### src/design/reb_pkg.sv
// ----------------------------------------------------------------------------
// reb_pkg
// Shared constants, controller state codes and control/status bundles for the
// RR ectopic beat filter.
// ----------------------------------------------------------------------------
package reb_pkg;

    localparam int DETECT_HALF_WINDOW_DEF  = 20;
    localparam int REPLACE_HALF_WINDOW_DEF = 4;

    localparam int VALUE_W = 20;
    localparam int CFG_IDX_W = 1;

    localparam logic [VALUE_W-1:0] RANGE_LOW_RESET  = 20'd3200;
    localparam logic [VALUE_W-1:0] RANGE_HIGH_RESET = 20'd64000;

    localparam logic [CFG_IDX_W-1:0] REG_RANGE_LOW  = 1'b0;
    localparam logic [CFG_IDX_W-1:0] REG_RANGE_HIGH = 1'b1;

    typedef enum logic [10:0] {
        ST_IDLE     = 11'b000_0000_0001,
        ST_RD_MID   = 11'b000_0000_0010,
        ST_RD_OLD   = 11'b000_0000_0100,
        ST_UPD      = 11'b000_0000_1000,
        ST_MARK     = 11'b000_0001_0000,
        ST_EMIT_RD  = 11'b000_0010_0000,
        ST_EMIT_CHK = 11'b000_0100_0000,
        ST_SCAN_RD  = 11'b000_1000_0000,
        ST_SCAN_ACC = 11'b001_0000_0000,
        ST_DIV_CHK  = 11'b010_0000_0000,
        ST_DIV      = 11'b100_0000_0000
    } reb_state_t;

    typedef struct packed {
        logic accept;
        logic rd_mid;
        logic rd_old;
        logic upd;
        logic mark;
        logic emit_rd;
        logic emit_chk;
        logic scan_rd;
        logic scan_acc;
        logic div_init;
        logic div_step;
        logic out_load;
    } reb_cmd_t;

    typedef struct packed {
        logic has_emit;
        logic replace;
        logic scan_done;
        logic sum_zero;
        logic div_done;
        logic out_free;
        logic more;
    } reb_status_t;

endpackage

### src/design/reb_ctrl.sv
// ----------------------------------------------------------------------------
// reb_ctrl
// Sequencer for the filter: one item at a time through history update,
// marking, and the emit / replace / divide loop.
// ----------------------------------------------------------------------------
module reb_ctrl (
    input  logic                clk,
    input  logic                rst_n,
    input  logic                in_valid,
    output logic                in_stall,
    input  reb_pkg::reb_status_t status,
    output reb_pkg::reb_cmd_t    cmd
);
    import reb_pkg::*;

    reb_state_t state_reg;
    reb_state_t state_next;
    logic       out_wait;

    always_ff @(posedge clk or negedge rst_n)
    begin
        if (!rst_n)
        begin
            state_reg <= ST_IDLE;
        end
        else
        begin
            state_reg <= state_next;
        end
    end

    assign in_stall = (state_reg != ST_IDLE) || out_wait;

    always_comb
    begin
        cmd        = '0;
        state_next = state_reg;
        out_wait   = 1'b0;
        case (state_reg)
            ST_IDLE:
            begin
                if (in_valid)
                begin
                    cmd.accept = 1'b1;
                    state_next = ST_RD_MID;
                end
            end
            ST_RD_MID:
            begin
                cmd.rd_mid = 1'b1;
                state_next = ST_RD_OLD;
            end
            ST_RD_OLD:
            begin
                cmd.rd_old = 1'b1;
                state_next = ST_UPD;
            end
            ST_UPD:
            begin
                cmd.upd    = 1'b1;
                state_next = ST_MARK;
            end
            ST_MARK:
            begin
                cmd.mark   = 1'b1;
                state_next = status.has_emit ? ST_EMIT_RD : ST_IDLE;
            end
            ST_EMIT_RD:
            begin
                cmd.emit_rd = 1'b1;
                state_next  = ST_EMIT_CHK;
            end
            ST_EMIT_CHK:
            begin
                cmd.emit_chk = 1'b1;
                // replaced beats scan their neighborhood first
                if (status.replace)
                begin
                    state_next = ST_SCAN_RD;
                end
                else
                begin
                    state_next = ST_DIV_CHK;
                end
            end
            ST_SCAN_RD:
            begin
                cmd.scan_rd = 1'b1;
                state_next  = ST_SCAN_ACC;
            end
            ST_SCAN_ACC:
            begin
                cmd.scan_acc = 1'b1;
                state_next   = status.scan_done ? ST_DIV_CHK : ST_SCAN_RD;
            end
            ST_DIV_CHK:
            begin
                // plain beats and zero-sum replacements go straight out;
                // hold the result here until the output register frees up
                if (status.sum_zero)
                begin
                    if (status.out_free)
                    begin
                        cmd.out_load = 1'b1;
                        state_next   = status.more ? ST_EMIT_RD : ST_IDLE;
                    end
                end
                else
                begin
                    cmd.div_init = 1'b1;
                    state_next   = ST_DIV;
                end
            end
            ST_DIV:
            begin
                if (!status.div_done)
                begin
                    cmd.div_step = 1'b1;
                end
                else if (status.out_free)
                begin
                    cmd.out_load = 1'b1;
                    state_next   = status.more ? ST_EMIT_RD : ST_IDLE;
                end
            end
            default:
            begin
                state_next = ST_IDLE;
            end
        endcase
    end

endmodule

### src/design/reb_datapath.sv
// ----------------------------------------------------------------------------
// reb_datapath
// History memory, outlier marks, window sums, replacement accumulator,
// serial divider and output register.
// ----------------------------------------------------------------------------
module reb_datapath #(
    parameter int DETECT_HALF_WINDOW  = reb_pkg::DETECT_HALF_WINDOW_DEF,
    parameter int REPLACE_HALF_WINDOW = reb_pkg::REPLACE_HALF_WINDOW_DEF
) (
    input  logic                              clk,
    input  logic                              rst_n,
    input  logic                              cfg_write,
    input  logic [reb_pkg::CFG_IDX_W-1:0]     cfg_index,
    input  logic [reb_pkg::VALUE_W-1:0]       cfg_data,
    input  logic [reb_pkg::VALUE_W-1:0]       rr_interval,
    input  logic                              end_of_record,
    output logic                              out_valid,
    input  logic                              out_stall,
    output logic [reb_pkg::VALUE_W-1:0]       corrected_interval,
    output logic                              was_replaced,
    output logic                              final_result,
    input  reb_pkg::reb_cmd_t                 cmd,
    output reb_pkg::reb_status_t              status
);
    import reb_pkg::*;

    localparam int D       = DETECT_HALF_WINDOW;
    localparam int R       = REPLACE_HALF_WINDOW;
    localparam int DEPTH   = 2 * D + 2 * R + 1;
    localparam int LAG     = D + R;
    localparam int CAP     = DEPTH + 1;
    localparam int ADDR_W  = $clog2(DEPTH);
    localparam int CNT_W   = $clog2(CAP + 1);
    localparam int WSUM_W  = VALUE_W + $clog2(D + 1);
    localparam int SUM_W   = VALUE_W + $clog2(2 * R + 1);
    localparam int N_W     = $clog2(2 * R + 2);
    localparam int CMP_W   = VALUE_W + $clog2(24 * D) + 1;
    localparam int DCNT_W  = $clog2(SUM_W);

    localparam logic [ADDR_W-1:0] BACK_MID  = ADDR_W'(D);
    localparam logic [ADDR_W-1:0] BACK_OLD  = ADDR_W'(2 * D + 1);
    localparam logic [ADDR_W-1:0] BACK_LAG  = ADDR_W'(LAG);
    localparam logic [ADDR_W-1:0] BACK_R    = ADDR_W'(R);
    localparam logic [ADDR_W-1:0] WP_LAST   = ADDR_W'(DEPTH - 1);
    localparam logic [ADDR_W:0]   DEPTH_X   = (ADDR_W + 1)'(DEPTH);
    localparam logic [CNT_W-1:0]  J_MID     = CNT_W'(D);
    localparam logic [CNT_W-1:0]  J_OLD     = CNT_W'(2 * D + 1);
    localparam logic [CNT_W-1:0]  J_MARK    = CNT_W'(2 * D);
    localparam logic [CNT_W-1:0]  J_LAG     = CNT_W'(LAG);
    localparam logic [CNT_W-1:0]  J_R       = CNT_W'(R);
    localparam logic [CNT_W-1:0]  J_CAP     = CNT_W'(CAP);
    localparam logic [CMP_W-1:0]  SCALE_X   = CMP_W'(20 * D);
    localparam logic [N_W-1:0]    N_MAX     = N_W'(2 * R + 1);
    localparam logic [DCNT_W-1:0] DCNT_LAST = DCNT_W'(SUM_W - 1);

    function automatic logic [ADDR_W-1:0] slot(input logic [ADDR_W-1:0] wp,
                                              input logic [ADDR_W-1:0] back);
        logic [ADDR_W:0] t;
        if (wp >= back)
        begin
            t = {1'b0, wp} - {1'b0, back};
        end
        else
        begin
            t = {1'b0, wp} + DEPTH_X - {1'b0, back};
        end
        return t[ADDR_W-1:0];
    endfunction

    logic [VALUE_W-1:0] hist_mem [DEPTH];
    logic [VALUE_W-1:0] rd_data_reg;
    logic [ADDR_W-1:0]  rd_addr;

    logic [VALUE_W-1:0] low_reg, high_reg;
    logic [ADDR_W-1:0]  wp_reg, wp_next;
    logic [CNT_W-1:0]   count_reg, j_reg;
    logic               last_reg;
    logic [VALUE_W-1:0] new_reg, mid_reg;
    logic [WSUM_W-1:0]  right_reg, left_reg;
    logic [DEPTH-1:0]   mark_reg;
    logic [ADDR_W-1:0]  back_reg, scan_reg;
    logic [VALUE_W-1:0] value_reg, prev_reg;
    logic               rep_reg;
    logic [SUM_W-1:0]   acc_reg, quo_reg, quo_next;
    logic [N_W-1:0]     n_reg;
    logic [N_W-1:0]     rem_reg;
    logic [N_W:0]       rem_shift, rem_next;
    logic [DCNT_W-1:0]  dcnt_reg;
    logic               ovalid_reg;
    logic [VALUE_W-1:0] oval_reg;
    logic               orep_reg, ofin_reg;
    logic               orep_src;

    logic [WSUM_W-1:0]  mid_term, old_term;
    logic [WSUM_W:0]    win_sum;
    logic [CMP_W-1:0]   scaled, hi_lim, lo_lim;
    logic               bad;
    logic [CNT_W-1:0]   j_minus_back;
    logic               more;
    logic [VALUE_W-1:0] load_value;

    assign wp_next = (wp_reg == WP_LAST) ? '0 : wp_reg + 1'b1;

    always_comb
    begin
        rd_addr = slot(wp_reg, scan_reg);
        if (cmd.rd_mid)
        begin
            rd_addr = slot(wp_reg, BACK_MID);
        end
        else if (cmd.rd_old)
        begin
            rd_addr = slot(wp_reg, BACK_OLD);
        end
        else if (cmd.emit_rd)
        begin
            rd_addr = slot(wp_reg, back_reg);
        end
    end

    always_ff @(posedge clk)
    begin
        if (cmd.accept)
        begin
            hist_mem[wp_next] <= rr_interval;
        end
        rd_data_reg <= hist_mem[rd_addr];
    end

    // window terms: only beats that exist in this record enter or leave
    assign mid_term = (j_reg >= J_MID) ? WSUM_W'(mid_reg) : '0;
    assign old_term = (j_reg >= J_OLD) ? WSUM_W'(rd_data_reg) : '0;

    // left sum runs from the center beat outward, so take the center back out
    assign win_sum = {1'b0, left_reg} + {1'b0, right_reg} - (WSUM_W + 1)'(mid_reg);
    assign scaled  = CMP_W'(mid_reg) * SCALE_X;
    assign hi_lim  = CMP_W'({win_sum, 3'b000}) + CMP_W'({win_sum, 2'b00});
    assign lo_lim  = CMP_W'({win_sum, 3'b000});
    assign bad     = (mid_reg < low_reg) || (mid_reg > high_reg) ||
                     (scaled > hi_lim) || (scaled < lo_lim);

    assign j_minus_back = j_reg - CNT_W'(back_reg);
    assign more         = last_reg && (back_reg != '0);

    // a replaced beat whose neighbors sum to zero repeats the previous result
    assign load_value = (rep_reg && (acc_reg == '0)) ? prev_reg : value_reg;

    assign rem_shift = {rem_reg, quo_reg[SUM_W-1]};
    always_comb
    begin
        quo_next = {quo_reg[SUM_W-2:0], 1'b0};
        rem_next = rem_shift;
        if (rem_shift >= {1'b0, n_reg})
        begin
            rem_next    = rem_shift - {1'b0, n_reg};
            quo_next[0] = 1'b1;
        end
    end

    assign status.has_emit  = (j_reg >= J_LAG) || last_reg;
    assign status.replace   = mark_reg[slot(wp_reg, back_reg)] && (back_reg >= BACK_R) &&
                              (j_minus_back >= J_R);
    assign status.scan_done = (scan_reg == back_reg + BACK_R);
    assign status.sum_zero  = !rep_reg || (acc_reg == '0);
    assign status.div_done  = (dcnt_reg == DCNT_LAST) && !rep_reg;
    assign status.out_free  = !ovalid_reg || !out_stall;
    assign status.more      = more;

    always_ff @(posedge clk or negedge rst_n)
    begin
        if (!rst_n)
        begin
            low_reg    <= RANGE_LOW_RESET;
            high_reg   <= RANGE_HIGH_RESET;
            wp_reg     <= WP_LAST;
            count_reg  <= '0;
            right_reg  <= '0;
            left_reg   <= '0;
            mark_reg   <= '0;
            prev_reg   <= '0;
            ovalid_reg <= 1'b0;
            last_reg   <= 1'b0;
            j_reg      <= '0;
            back_reg   <= '0;
            scan_reg   <= '0;
            rep_reg    <= 1'b0;
            n_reg      <= '0;
            dcnt_reg   <= '0;
        end
        else
        begin
            if (cfg_write)
            begin
                case (cfg_index)
                    REG_RANGE_LOW:  low_reg  <= cfg_data;
                    REG_RANGE_HIGH: high_reg <= cfg_data;
                    default:        ;
                endcase
            end

            if (cmd.accept)
            begin
                wp_reg           <= wp_next;
                mark_reg[wp_next] <= 1'b0;
                j_reg            <= count_reg;
                last_reg         <= end_of_record;
                if (count_reg < J_CAP)
                begin
                    count_reg <= count_reg + 1'b1;
                end
            end

            if (cmd.upd)
            begin
                right_reg <= right_reg + WSUM_W'(new_reg) - mid_term;
                left_reg  <= left_reg + mid_term - old_term;
            end

            if (cmd.mark)
            begin
                if (j_reg >= J_MARK)
                begin
                    mark_reg[slot(wp_reg, BACK_MID)] <= bad;
                end
                back_reg <= (j_reg >= J_LAG) ? BACK_LAG : j_reg[ADDR_W-1:0];
            end

            if (cmd.emit_chk)
            begin
                rep_reg  <= status.replace;
                scan_reg <= back_reg - BACK_R;
                n_reg    <= '0;
            end

            if (cmd.scan_acc)
            begin
                if (!mark_reg[slot(wp_reg, scan_reg)])
                begin
                    n_reg <= n_reg + 1'b1;
                end
                scan_reg <= scan_reg + 1'b1;
            end

            if (cmd.div_init)
            begin
                dcnt_reg <= '0;
                rep_reg  <= 1'b1;
            end

            if (cmd.div_step)
            begin
                // flag last step through rep_reg so div_done rises after it
                if (dcnt_reg == DCNT_LAST)
                begin
                    rep_reg <= 1'b0;
                end
                else
                begin
                    dcnt_reg <= dcnt_reg + 1'b1;
                end
            end

            if (cmd.out_load)
            begin
                ovalid_reg <= 1'b1;
                if (more)
                begin
                    back_reg <= back_reg - 1'b1;
                    prev_reg <= load_value;
                end
                else if (last_reg)
                begin
                    // end of record: stream state back to reset values
                    wp_reg    <= WP_LAST;
                    count_reg <= '0;
                    right_reg <= '0;
                    left_reg  <= '0;
                    mark_reg  <= '0;
                    prev_reg  <= '0;
                end
                else
                begin
                    prev_reg <= load_value;
                end
            end
            else if (!out_stall)
            begin
                ovalid_reg <= 1'b0;
            end
        end
    end

    // payload registers, no reset
    always_ff @(posedge clk)
    begin
        if (cmd.accept)
        begin
            new_reg <= rr_interval;
        end
        if (cmd.rd_old)
        begin
            mid_reg <= rd_data_reg;
        end
        if (cmd.emit_chk)
        begin
            value_reg <= rd_data_reg;
            acc_reg   <= '0;
            orep_src  <= status.replace;
        end
        if (cmd.scan_acc && !mark_reg[slot(wp_reg, scan_reg)])
        begin
            acc_reg <= acc_reg + SUM_W'(rd_data_reg);
        end
        if (cmd.div_init)
        begin
            quo_reg <= acc_reg;
            rem_reg <= '0;
        end
        if (cmd.div_step)
        begin
            quo_reg <= quo_next;
            rem_reg <= rem_next[N_W-1:0];
            if (dcnt_reg == DCNT_LAST)
            begin
                value_reg <= quo_next[VALUE_W-1:0];
            end
        end
        if (cmd.out_load)
        begin
            oval_reg <= load_value;
            orep_reg <= orep_src;
            ofin_reg <= last_reg && (back_reg == '0);
        end
    end

    assign out_valid          = ovalid_reg;
    assign corrected_interval = oval_reg;
    assign was_replaced       = orep_reg;
    assign final_result       = ofin_reg;

`ifndef ASSERT_OFF
    a_load_free: assert property (@(posedge clk) disable iff (!rst_n)
        cmd.out_load |-> status.out_free)
        else $error("result loaded over a held result");

    a_wp_moves: assert property (@(posedge clk) disable iff (!rst_n)
        cmd.accept |=> (wp_reg != $past(wp_reg)))
        else $error("history pointer did not advance");

    a_n_bound: assert property (@(posedge clk) disable iff (!rst_n)
        n_reg <= N_MAX)
        else $error("replacement count out of window");

    a_fresh_record: assert property (@(posedge clk) disable iff (!rst_n)
        (cmd.accept && (count_reg == '0)) |=> (mark_reg == '0))
        else $error("marks left over from previous record");
`endif

endmodule

### src/design/rr_ectopic_beat_filter.sv
// ----------------------------------------------------------------------------
// rr_ectopic_beat_filter
// Outlier marking and moving-average replacement of RR intervals.
// ----------------------------------------------------------------------------
// Input channel (in_valid / in_stall) carries one raw interval and an
// end_of_record flag; output channel (out_valid / out_stall) carries one
// corrected interval with was_replaced and final_result flags.
// Configuration: cfg_write with cfg_index 0 writes range_low, 1 range_high;
// write only while the block is idle.
// Results lag the input by DETECT_HALF_WINDOW + REPLACE_HALF_WINDOW beats;
// end_of_record flushes every remaining beat of the record, the last one
// flagged final_result, and the stream state returns to its reset values.
// An item reads the center and oldest window beats, updates the window sums
// and marks the center; an item that emits a beat reads and checks it, and a
// replaced beat first scans its history neighborhood and, unless its neighbors
// sum to zero, runs the serial divider before the result goes out.
// A flush emits up to LAG+1 results, each through the same loop, set by the
// single read port of the history memory.
// in_stall is high while an item is in work. A stalled output holds its
// result; the next item runs until it needs the output register.
// Reset is asynchronous: state registers go to defaults, payload registers and history need no clear.
// ----------------------------------------------------------------------------
module rr_ectopic_beat_filter #(
    parameter int DETECT_HALF_WINDOW  = reb_pkg::DETECT_HALF_WINDOW_DEF,
    parameter int REPLACE_HALF_WINDOW = reb_pkg::REPLACE_HALF_WINDOW_DEF
) (
    input  logic                          clk,
    input  logic                          rst_n,
    input  logic                          cfg_write,
    input  logic [reb_pkg::CFG_IDX_W-1:0] cfg_index,
    input  logic [reb_pkg::VALUE_W-1:0]   cfg_data,
    input  logic                          in_valid,
    output logic                          in_stall,
    input  logic [reb_pkg::VALUE_W-1:0]   rr_interval,
    input  logic                          end_of_record,
    output logic                          out_valid,
    input  logic                          out_stall,
    output logic [reb_pkg::VALUE_W-1:0]   corrected_interval,
    output logic                          was_replaced,
    output logic                          final_result
);
    import reb_pkg::*;

    reb_cmd_t    cmd;
    reb_status_t status;

    reb_ctrl u_ctrl (
        .clk      (clk),
        .rst_n    (rst_n),
        .in_valid (in_valid),
        .in_stall (in_stall),
        .status   (status),
        .cmd      (cmd)
    );

    reb_datapath #(
        .DETECT_HALF_WINDOW  (DETECT_HALF_WINDOW),
        .REPLACE_HALF_WINDOW (REPLACE_HALF_WINDOW)
    ) u_datapath (
        .clk                (clk),
        .rst_n              (rst_n),
        .cfg_write          (cfg_write),
        .cfg_index          (cfg_index),
        .cfg_data           (cfg_data),
        .rr_interval        (rr_interval),
        .end_of_record      (end_of_record),
        .out_valid          (out_valid),
        .out_stall          (out_stall),
        .corrected_interval (corrected_interval),
        .was_replaced       (was_replaced),
        .final_result       (final_result),
        .cmd                (cmd),
        .status             (status)
    );

endmodule
### config.mk
export PLATFORM = sky130hd
export DESIGN_NAME = rr_ectopic_beat_filter
export DESIGN_NICKNAME = d
export VERILOG_FILES = /design/src/design/reb_pkg.sv /design/src/design/reb_ctrl.sv /design/src/design/reb_datapath.sv /design/src/design/rr_ectopic_beat_filter.sv
export SDC_FILE = /design/constraint.sdc
export NUM_CORES = 2
export LEC_CHECK = 0
export ABC_AREA = 1
export BUFFER_PORTS_ARGS = -buffer_cell sky130_fd_sc_hd__buf_2
export CORE_ASPECT_RATIO = 1.1
export CORE_MARGIN = 8
export CORE_UTILIZATION = 58
export DETAILED_ROUTE_END_ITERATION = 8
export PLACE_DENSITY = 0.76
export SYNTH_ARGS = -nofsm -noshare
export SYNTH_HDL_FRONTEND = slang
export SYNTH_SLANG_ARGS = --single-unit
### constraint.sdc
create_clock -name clk -period 5.6 [get_ports clk]
set_clock_uncertainty 0.15 [all_clocks]
set_input_delay 0.56 -clock clk [delete_from_list [all_inputs] [get_ports clk]]
set_output_delay 0.56 -clock clk [all_outputs]
set_load 0.02 [all_outputs]
Word level (Yosys, flattened, before mapping)
Memories as Yosys holds them, arrays and structs flattened. A register that Yosys moved wholly into a read port is not among the register bits.
Index checks and enable logic that the tools add are counted.
W data, S select, Z words.
{ "word_totals": {"ff_bits": 347, "ramBits": 980, "output_inout_bits": 24, "wordCells": 235, "n_memories": 1} }
{ "mem_list": {"columns": ["memory", "depth", "width", "read_ports", "rd_clocked_by_memory_dff", "write_ports", "line", "source"], "rows": [
  ["u_datapath.hist_mem", 49, 20, 1, 1, 1, "reb_datapath.sv:70", "logic [VALUE_W-1:0] hist_mem [DEPTH];"]
]} }
{ "op_classes": {"n_addsub": 27, "mul": 1, "order_cmp": 23, "eq_ne": 18, "mux": 107, "bitwise": 3, "reduce_logical": 28} }
{ "ops": {"columns": ["op", "count"], "rows": [
  ["$mux W49", 6],
  ["$mux W25", 8],
  ["$mux W6", 28],
  ["$mux W20", 8],
  ["$pmux W11 S11", 1],
  ["$mux W24", 4],
  ["$sub A25 B25 Y25", 2],
  ["$and A49 B49 Y49", 1],
  ["$bwmux W49", 1],
  ["$not A49 Y49", 1],
  ["$mux W11", 4],
  ["$lt A6 B7 Y1 const B", 5],
  ["$add A29 B28 Y30", 1],
  ["$gt A29 B30 Y1", 1],
  ["$mux W1", 30],
  ["$sub A6 B6 Y6", 5],
  ["$lt A29 B29 Y1", 1],
  ["$add A25 B25 Y26", 1],
  ["$sub A26 B20 Y26", 1],
  ["$add A25 B20 Y25", 1],
  ["$add A25 B25 Y25", 1],
  ["$mul A20 B5 Y25 const B", 1],
  ["$add A24 B20 Y24", 1],
  ["$logic_not A24 Y1", 1],
  ["other kinds (50)", 93]
]} }

Logic depth before layout (Yosys ltp)
{ "depth": {"word_depth": 15, "ltp_mapped": 41, "mapped_depth_nobuf": 39} }

By module
Synthesis repeated with hierarchy kept, for this count alone.
{ "unflattened": {"cells_unflattened": 8044, "hier_area_um2": 73229.0} }
{ "by_module_without_submodules": {"columns": ["module", "instances", "cells_each", "area_per_inst_um2"], "rows": [
  ["reb_datapath", 1, 7925, 72462.0],
  ["reb_ctrl", 1, 119, 767.0]
]} }

Least setup slack after synthesis
Ideal clock, no wire load.
{ "synth_timing": {"kind": "register to register", "startpoint": "reg u_datapath.mid_reg[1]", "endpoint": "reg u_datapath.mark_reg[38]", "t_arrival_ns": 5.463, "t_required_ns": 5.337, "path_slack_ns": -0.126, "path_stages_with_launch": 32, "n_path_buf": 2, "period_less_slack_ns": 5.726, "cell_sequence": "edfxtp_1 > fa_1 > fa_1 > inv_1 > nand3_1 > nand2_1 > nand2_1 > nand2_1 > inv_1 > o21ai_0 > xor2_1 > ha_1 > a21oi_1 > o21ai_0 > a221oi_1 > nand2_1 > nand4_1 > nand3_1 > xnor2_1 > ha_1 > nand2_1 > or4_1 > nor3_1 > a21oi_1 > o211ai_1 > a21oi_1 > nand2_2 > buf_4 > buf_6 > nand4_1 > nand2_1 > inv_1"} }
{ "synth_via": {"elab_chain_len": 11} }
{ "synth_rtl": {"columns": ["item", "line", "source"], "rows": [
  ["start: declaration", "reb_datapath.sv:78", "logic [VALUE_W-1:0] new_reg, mid_reg;"],
  ["start signal: assignment", "reb_datapath.sv:302", "mid_reg <= rd_data_reg;"],
  ["$sub A26 B20 Y26", "reb_datapath.sv:135", "assign win_sum = {1'b0, left_reg} + {1'b0, right_reg} - (WSUM_W + 1)'(mid_reg);"],
  ["$add A29 B28 Y30", "reb_datapath.sv:137", "assign hi_lim = CMP_W'({win_sum, 3'b000}) + CMP_W'({win_sum, 2'b00});"],
  ["$gt A29 B30 Y1", "reb_datapath.sv:140", "(scaled > hi_lim) || (scaled < lo_lim);"],
  ["$logic_or A1 B1 Y1", "reb_datapath.sv:139", "assign bad = (mid_reg < low_reg) || (mid_reg > high_reg) ||"],
  ["$logic_or A1 B1 Y1 (*)", "reb_datapath.sv:140", null],
  ["$bwmux W49 (*)", "reb_datapath.sv:223", "mark_reg[slot(wp_reg, BACK_MID)] <= bad;"],
  ["$mux W49 (*)", "reb_datapath.sv:221", "if (j_reg >= J_MARK)"],
  ["$mux W49 (*)", "reb_datapath.sv:219", "if (cmd.mark)"],
  ["$mux W49", "reb_datapath.sv:271", "else if (last_reg)"],
  ["$mux W49", "reb_datapath.sv:266", "if (more)"],
  ["$mux W49 (*)", "reb_datapath.sv:263", "if (cmd.out_load)"],
  ["end signal: indexed assignment", "reb_datapath.sv:204", "mark_reg[wp_next] <= 1'b0;"],
  ["end signal: indexed assignment", "reb_datapath.sv:223", null],
  ["end signal: assignment", "reb_datapath.sv:278", "mark_reg <= '0;"],
  ["end: declaration", "reb_datapath.sv:80", "logic [DEPTH-1:0] mark_reg;"]
]} }
Every way passes the cells marked *; elsewhere a longest branch is shown, timed or not.
A chain may end at the register's enable or synchronous reset.

Worst setup path after layout
{ "layout_timing": {"startpoint": "reg u_datapath.left_reg[2]", "endpoint": "reg u_datapath.mark_reg[9]"} }
{ "layout_via": {"elab_chain_len": 12} }
{ "layout_rtl": {"columns": ["item", "line", "source"], "rows": [
  ["start: declaration", "reb_datapath.sv:79", "logic [WSUM_W-1:0] right_reg, left_reg;"],
  ["start signal: assignment", "reb_datapath.sv:216", "left_reg <= left_reg + mid_term - old_term;"],
  ["$add A25 B25 Y26 (*)", "reb_datapath.sv:135", null],
  ["$sub A26 B20 Y26 (*)", "reb_datapath.sv:135", null],
  ["$add A29 B28 Y30", "reb_datapath.sv:137", null],
  ["$gt A29 B30 Y1", "reb_datapath.sv:140", null],
  ["$logic_or A1 B1 Y1", "reb_datapath.sv:139", null],
  ["$logic_or A1 B1 Y1 (*)", "reb_datapath.sv:140", null],
  ["$bwmux W49 (*)", "reb_datapath.sv:223", null],
  ["$mux W49 (*)", "reb_datapath.sv:221", null],
  ["$mux W49 (*)", "reb_datapath.sv:219", null],
  ["$mux W49", "reb_datapath.sv:271", null],
  ["$mux W49", "reb_datapath.sv:266", null],
  ["$mux W49 (*)", "reb_datapath.sv:263", null]
]} }
Marked as above.

==> impl_results.md <==
* Run status: complete, but fails checks
* Violations in the final reports: setup timing
* Number of input and output port buffers inserted at 70
* Growth of design area from synthesis to finish at 14.6%
* Sort of element at the start of the critical path: register
* Total DRC errors in the routed layout at 0
* Most frequently used flop master after synthesis: sky130_fd_sc_hd__edfxtp_1
* Top cell type's share of synthesized area at 45.0%
* Cell area after synthesis at 73000 sq um
* Max-slew violations at 0
* Row Count at about 140
* Final WS setup at -0.208 ns
* Signal arrival time at the worst endpoint at around 6.3 ns
* CP dominant cell by count: sky130_fd_sc_hd__nand3_1
* Yosys warnings at 0
* Number of detailed-route iterations in the first pass at 6
* Final instance area at around 84000 sq um
* Path type of the worst min-delay path: in -> async
* Syn Nets at 8420
* Post-synthesis cell count at 7960
* Global-route wire length before repair at about 330 mm
* Number of sinks driven by the clock tree at about 1300
* # setup viols final at between 40 and 50
* Antenna violations before repair at 1
* Number of unique standard cell types used by synthesis at between 60 and 70
* # H-tree levels at 4
* Sequential area share after synthesis at ~53%
* Async set-reset flop share out of synthesis at between 10% and 20%
* Worst r2r dst: u_datapath.mark_reg[9]
* Slowest stage cell on the critical path: sky130_fd_sc_hd__fa_1
* Die Footprint at approximately 140000 sq um
* Max Cap Violations at 0
* Final weighted congestion in routability-driven placement at 0.982
* Avg Vias per Cell at slightly below 6
* Start-to-end type of the worst setup path: reg -> reg
* Buffer type at the clock tree root: sky130_fd_sc_hd__clkbuf_16
* Number of buffers created by CTS at approximately 140
* Area of the multi-input gates at 29300 sq um
* Largest register FFs at between 900 and 1000
* Maximum root-to-sink buffer count at 3
* Actual transition at the worst max-transition pin at approximately 1.3 ns
* 1st-iter DRT viols at about 6000
* Horiz. Die Dim at 354 um
* Area contributors post-synth: sky130_fd_sc_hd__edfxtp_1 (45%), sky130_fd_sc_hd__nand2_1 (9.8%), sky130_fd_sc_hd__nand3_1 (7.9%), sky130_fd_sc_hd__dfrtp_1 (6.9%), sky130_fd_sc_hd__ha_1 (5.7%)
* Clock Pin Slew Worst Setup and Hold Paths at ~0.060 ns
* Overflow left after global routing at 0
* TritonCTS clock tree: yes
* Post-Syn Area per Cell at about 9.2 sq um
* Largest fanout of any net on the critical path at 7
* Number of enable-type register cells in the synthesized netlist at between 1000 and 1500
* Maximum clock frequency at 172 MHz
* Unrepaired setup endpoints after global routing: yes
* Vias in the first global route at around 58000
* Most common cell in the synthesized netlist: sky130_fd_sc_hd__nand2_1
* Portion of the clock cycle consumed by the worst path in the final layout at 104%
* Sequential cell area in the final layout at roughly 39000 sq um
* Worst slew slack as a fraction of its limit at 15.5%
* Core ar. at 125000 sq um
* Crit path time final at 5.81 ns
* CP required at around 6.1 ns
* Synthesis-stage register bit count at approximately 1300
* Pin count of the biggest net entering global routing at around 140
* Crit path capture type: register
* Fraction of final layout cells with drive strength greater than 1 at between 10% and 20%
* Sum of routed wire length over all layers at 219 mm
* Later-pin clock latency in the skew report at around 0.8 ns
* Die extent in y at 388 um
* Pre-CTS worst setup slack at -0.511 ns
* Via count at between 50000 and 60000
* Initial cell density of the core at 58.5%
* Reg-to-reg startpoint: u_datapath.left_reg[2]
* Register-to-Register Setup Slack at -0.21 ns
* Most frequent cells after synthesis: sky130_fd_sc_hd__nand2_1 (1908), sky130_fd_sc_hd__nand3_1 (1150), sky130_fd_sc_hd__edfxtp_1 (1095)
* Final count of hold timing violations at 0
* Depth of the worst register-to-register path at 33
* # nets final at ~9000
* Post-detailed-route count of antenna-violating nets at 0
* Count of fill cells added during filler insertion at between 9000 and 10000
* Wirelength per Cell at about 22 um
* Maximum single-stage delay on the critical path at around 0.55 ns
* Standard cell area after detailed placement at 77700 sq um
* Half-perimeter wire length of the detailed placement result at 144 mm
* Library cell occupying the most area in the post-synthesis netlist: sky130_fd_sc_hd__edfxtp_1
* Io pins at around 70
* GR Util All Layers at between 30% and 40%
## what timing repair did
item,in CTS,in global routing
hold buffers,24,0
endpoints found under the hold margin,140,0
cloned,4,1
pin swaps,49,54
buffers inserted,16,14
gates resized for setup,103,60
endpoints found under the setup margin,49,49
## final cells by class
class                   count  area share [%]
clock buffers             196            4.65
clock inverters            62           0.784
flip-flops and latches   1347            46.6
well taps                1656            2.48
repair buffers            522            5.46
multi-input cells        5150            35.0
inverters                1118            5.02
diodes                      1         0.00299
## per-layer routing
metal  share of wire (%)  global-route usage [%]  vias up
met5                   0                       0        -
met4                 6.0                    16.6        0
met3                 9.2                    5.89      665
met2                  47                    50.9     3026
met1                  38                    39.1    28183
li1                    -                       -    27369
## kinds of logic after synthesis
family,count (synthesis),share of synthesized area [%]
xor+xnor,138,1.65
flops,1347,53.4
compound gates,870,7.15
buf+inv,1463,7.92
fa+ha+maj,413,7.93
simple gates,3729,21.9
## worst max-delay path: cells and delay by family (launching register included)
kind	cells	cell delay, ns
and+or+nand+nor	10	1.49
adders and majority gates	4	1.43
AOI/OAI and AO/OA	10	1.23
buffers and inverters	7	0.82
DFF	1	0.33
xor gates and xnor gates	2	0.23
## placed cells by master (no fill, tap or decap), types with 34 or more instances in the layout
cell type and instances:
sky130_fd_sc_hd__nor2_2 55, sky130_fd_sc_hd__fa_1 81, sky130_fd_sc_hd__nand2_1 1884, sky130_fd_sc_hd__a211oi_1 38, sky130_fd_sc_hd__buf_2 69, sky130_fd_sc_hd__inv_1 1080, sky130_fd_sc_hd__o21a_1 50, sky130_fd_sc_hd__xnor2_1 44
sky130_fd_sc_hd__nor3_1 34, sky130_fd_sc_hd__nand3_1 1145, sky130_fd_sc_hd__dfrtp_1 200, sky130_fd_sc_hd__buf_12 49, sky130_fd_sc_hd__nand4_1 98, sky130_fd_sc_hd__o211ai_1 141, sky130_fd_sc_hd__ha_1 310, sky130_fd_sc_hd__dfxtp_1 40
sky130_fd_sc_hd__edfxtp_1 1095, sky130_fd_sc_hd__xor2_1 82, sky130_fd_sc_hd__nor2_1 397, sky130_fd_sc_hd__o21ai_0 237, sky130_fd_sc_hd__a21oi_1 246, sky130_fd_sc_hd__clkbuf_16 145, sky130_fd_sc_hd__buf_4 366, sky130_fd_sc_hd__clkbuf_1 43
## worst max-delay path by stage
stage	slack (ns)	end	start	cells past startpoint
2_1_floorplan	0.01	u_datapath.mark_reg[38]	u_datapath.mid_reg[1]	31
3_3_place_gp	-0.35	u_datapath.mark_reg[38]	u_datapath.left_reg[4]	32
3_5_place_dp	-0.51	u_datapath.mark_reg[24]	u_datapath.left_reg[6]	31
4_1_cts	-0.15	u_datapath.mark_reg[9]	u_datapath.left_reg[2]	35
5_1_grt	-0.50	u_datapath.mark_reg[9]	u_datapath.left_reg[2]	33
6_report	-0.21	u_datapath.mark_reg[9]	u_datapath.left_reg[2]	33
## stage by stage
step                hold WS (ns)  util, %  instances  TNS (ns)
global placement           0.253     62.2       9737    -16.63
global route               0.265     67.0      10051    -22.90
floorplan                  0.114        -       7960         0
CTS                        0.240     66.6      10038     -4.96
finish                     0.258     67.0      10052     -8.57
detailed placement         0.300     62.2       9737    -23.37
Power is not shown: default switching activity piles up to over one toggle a cycle in this logic, so the estimate is an artifact.
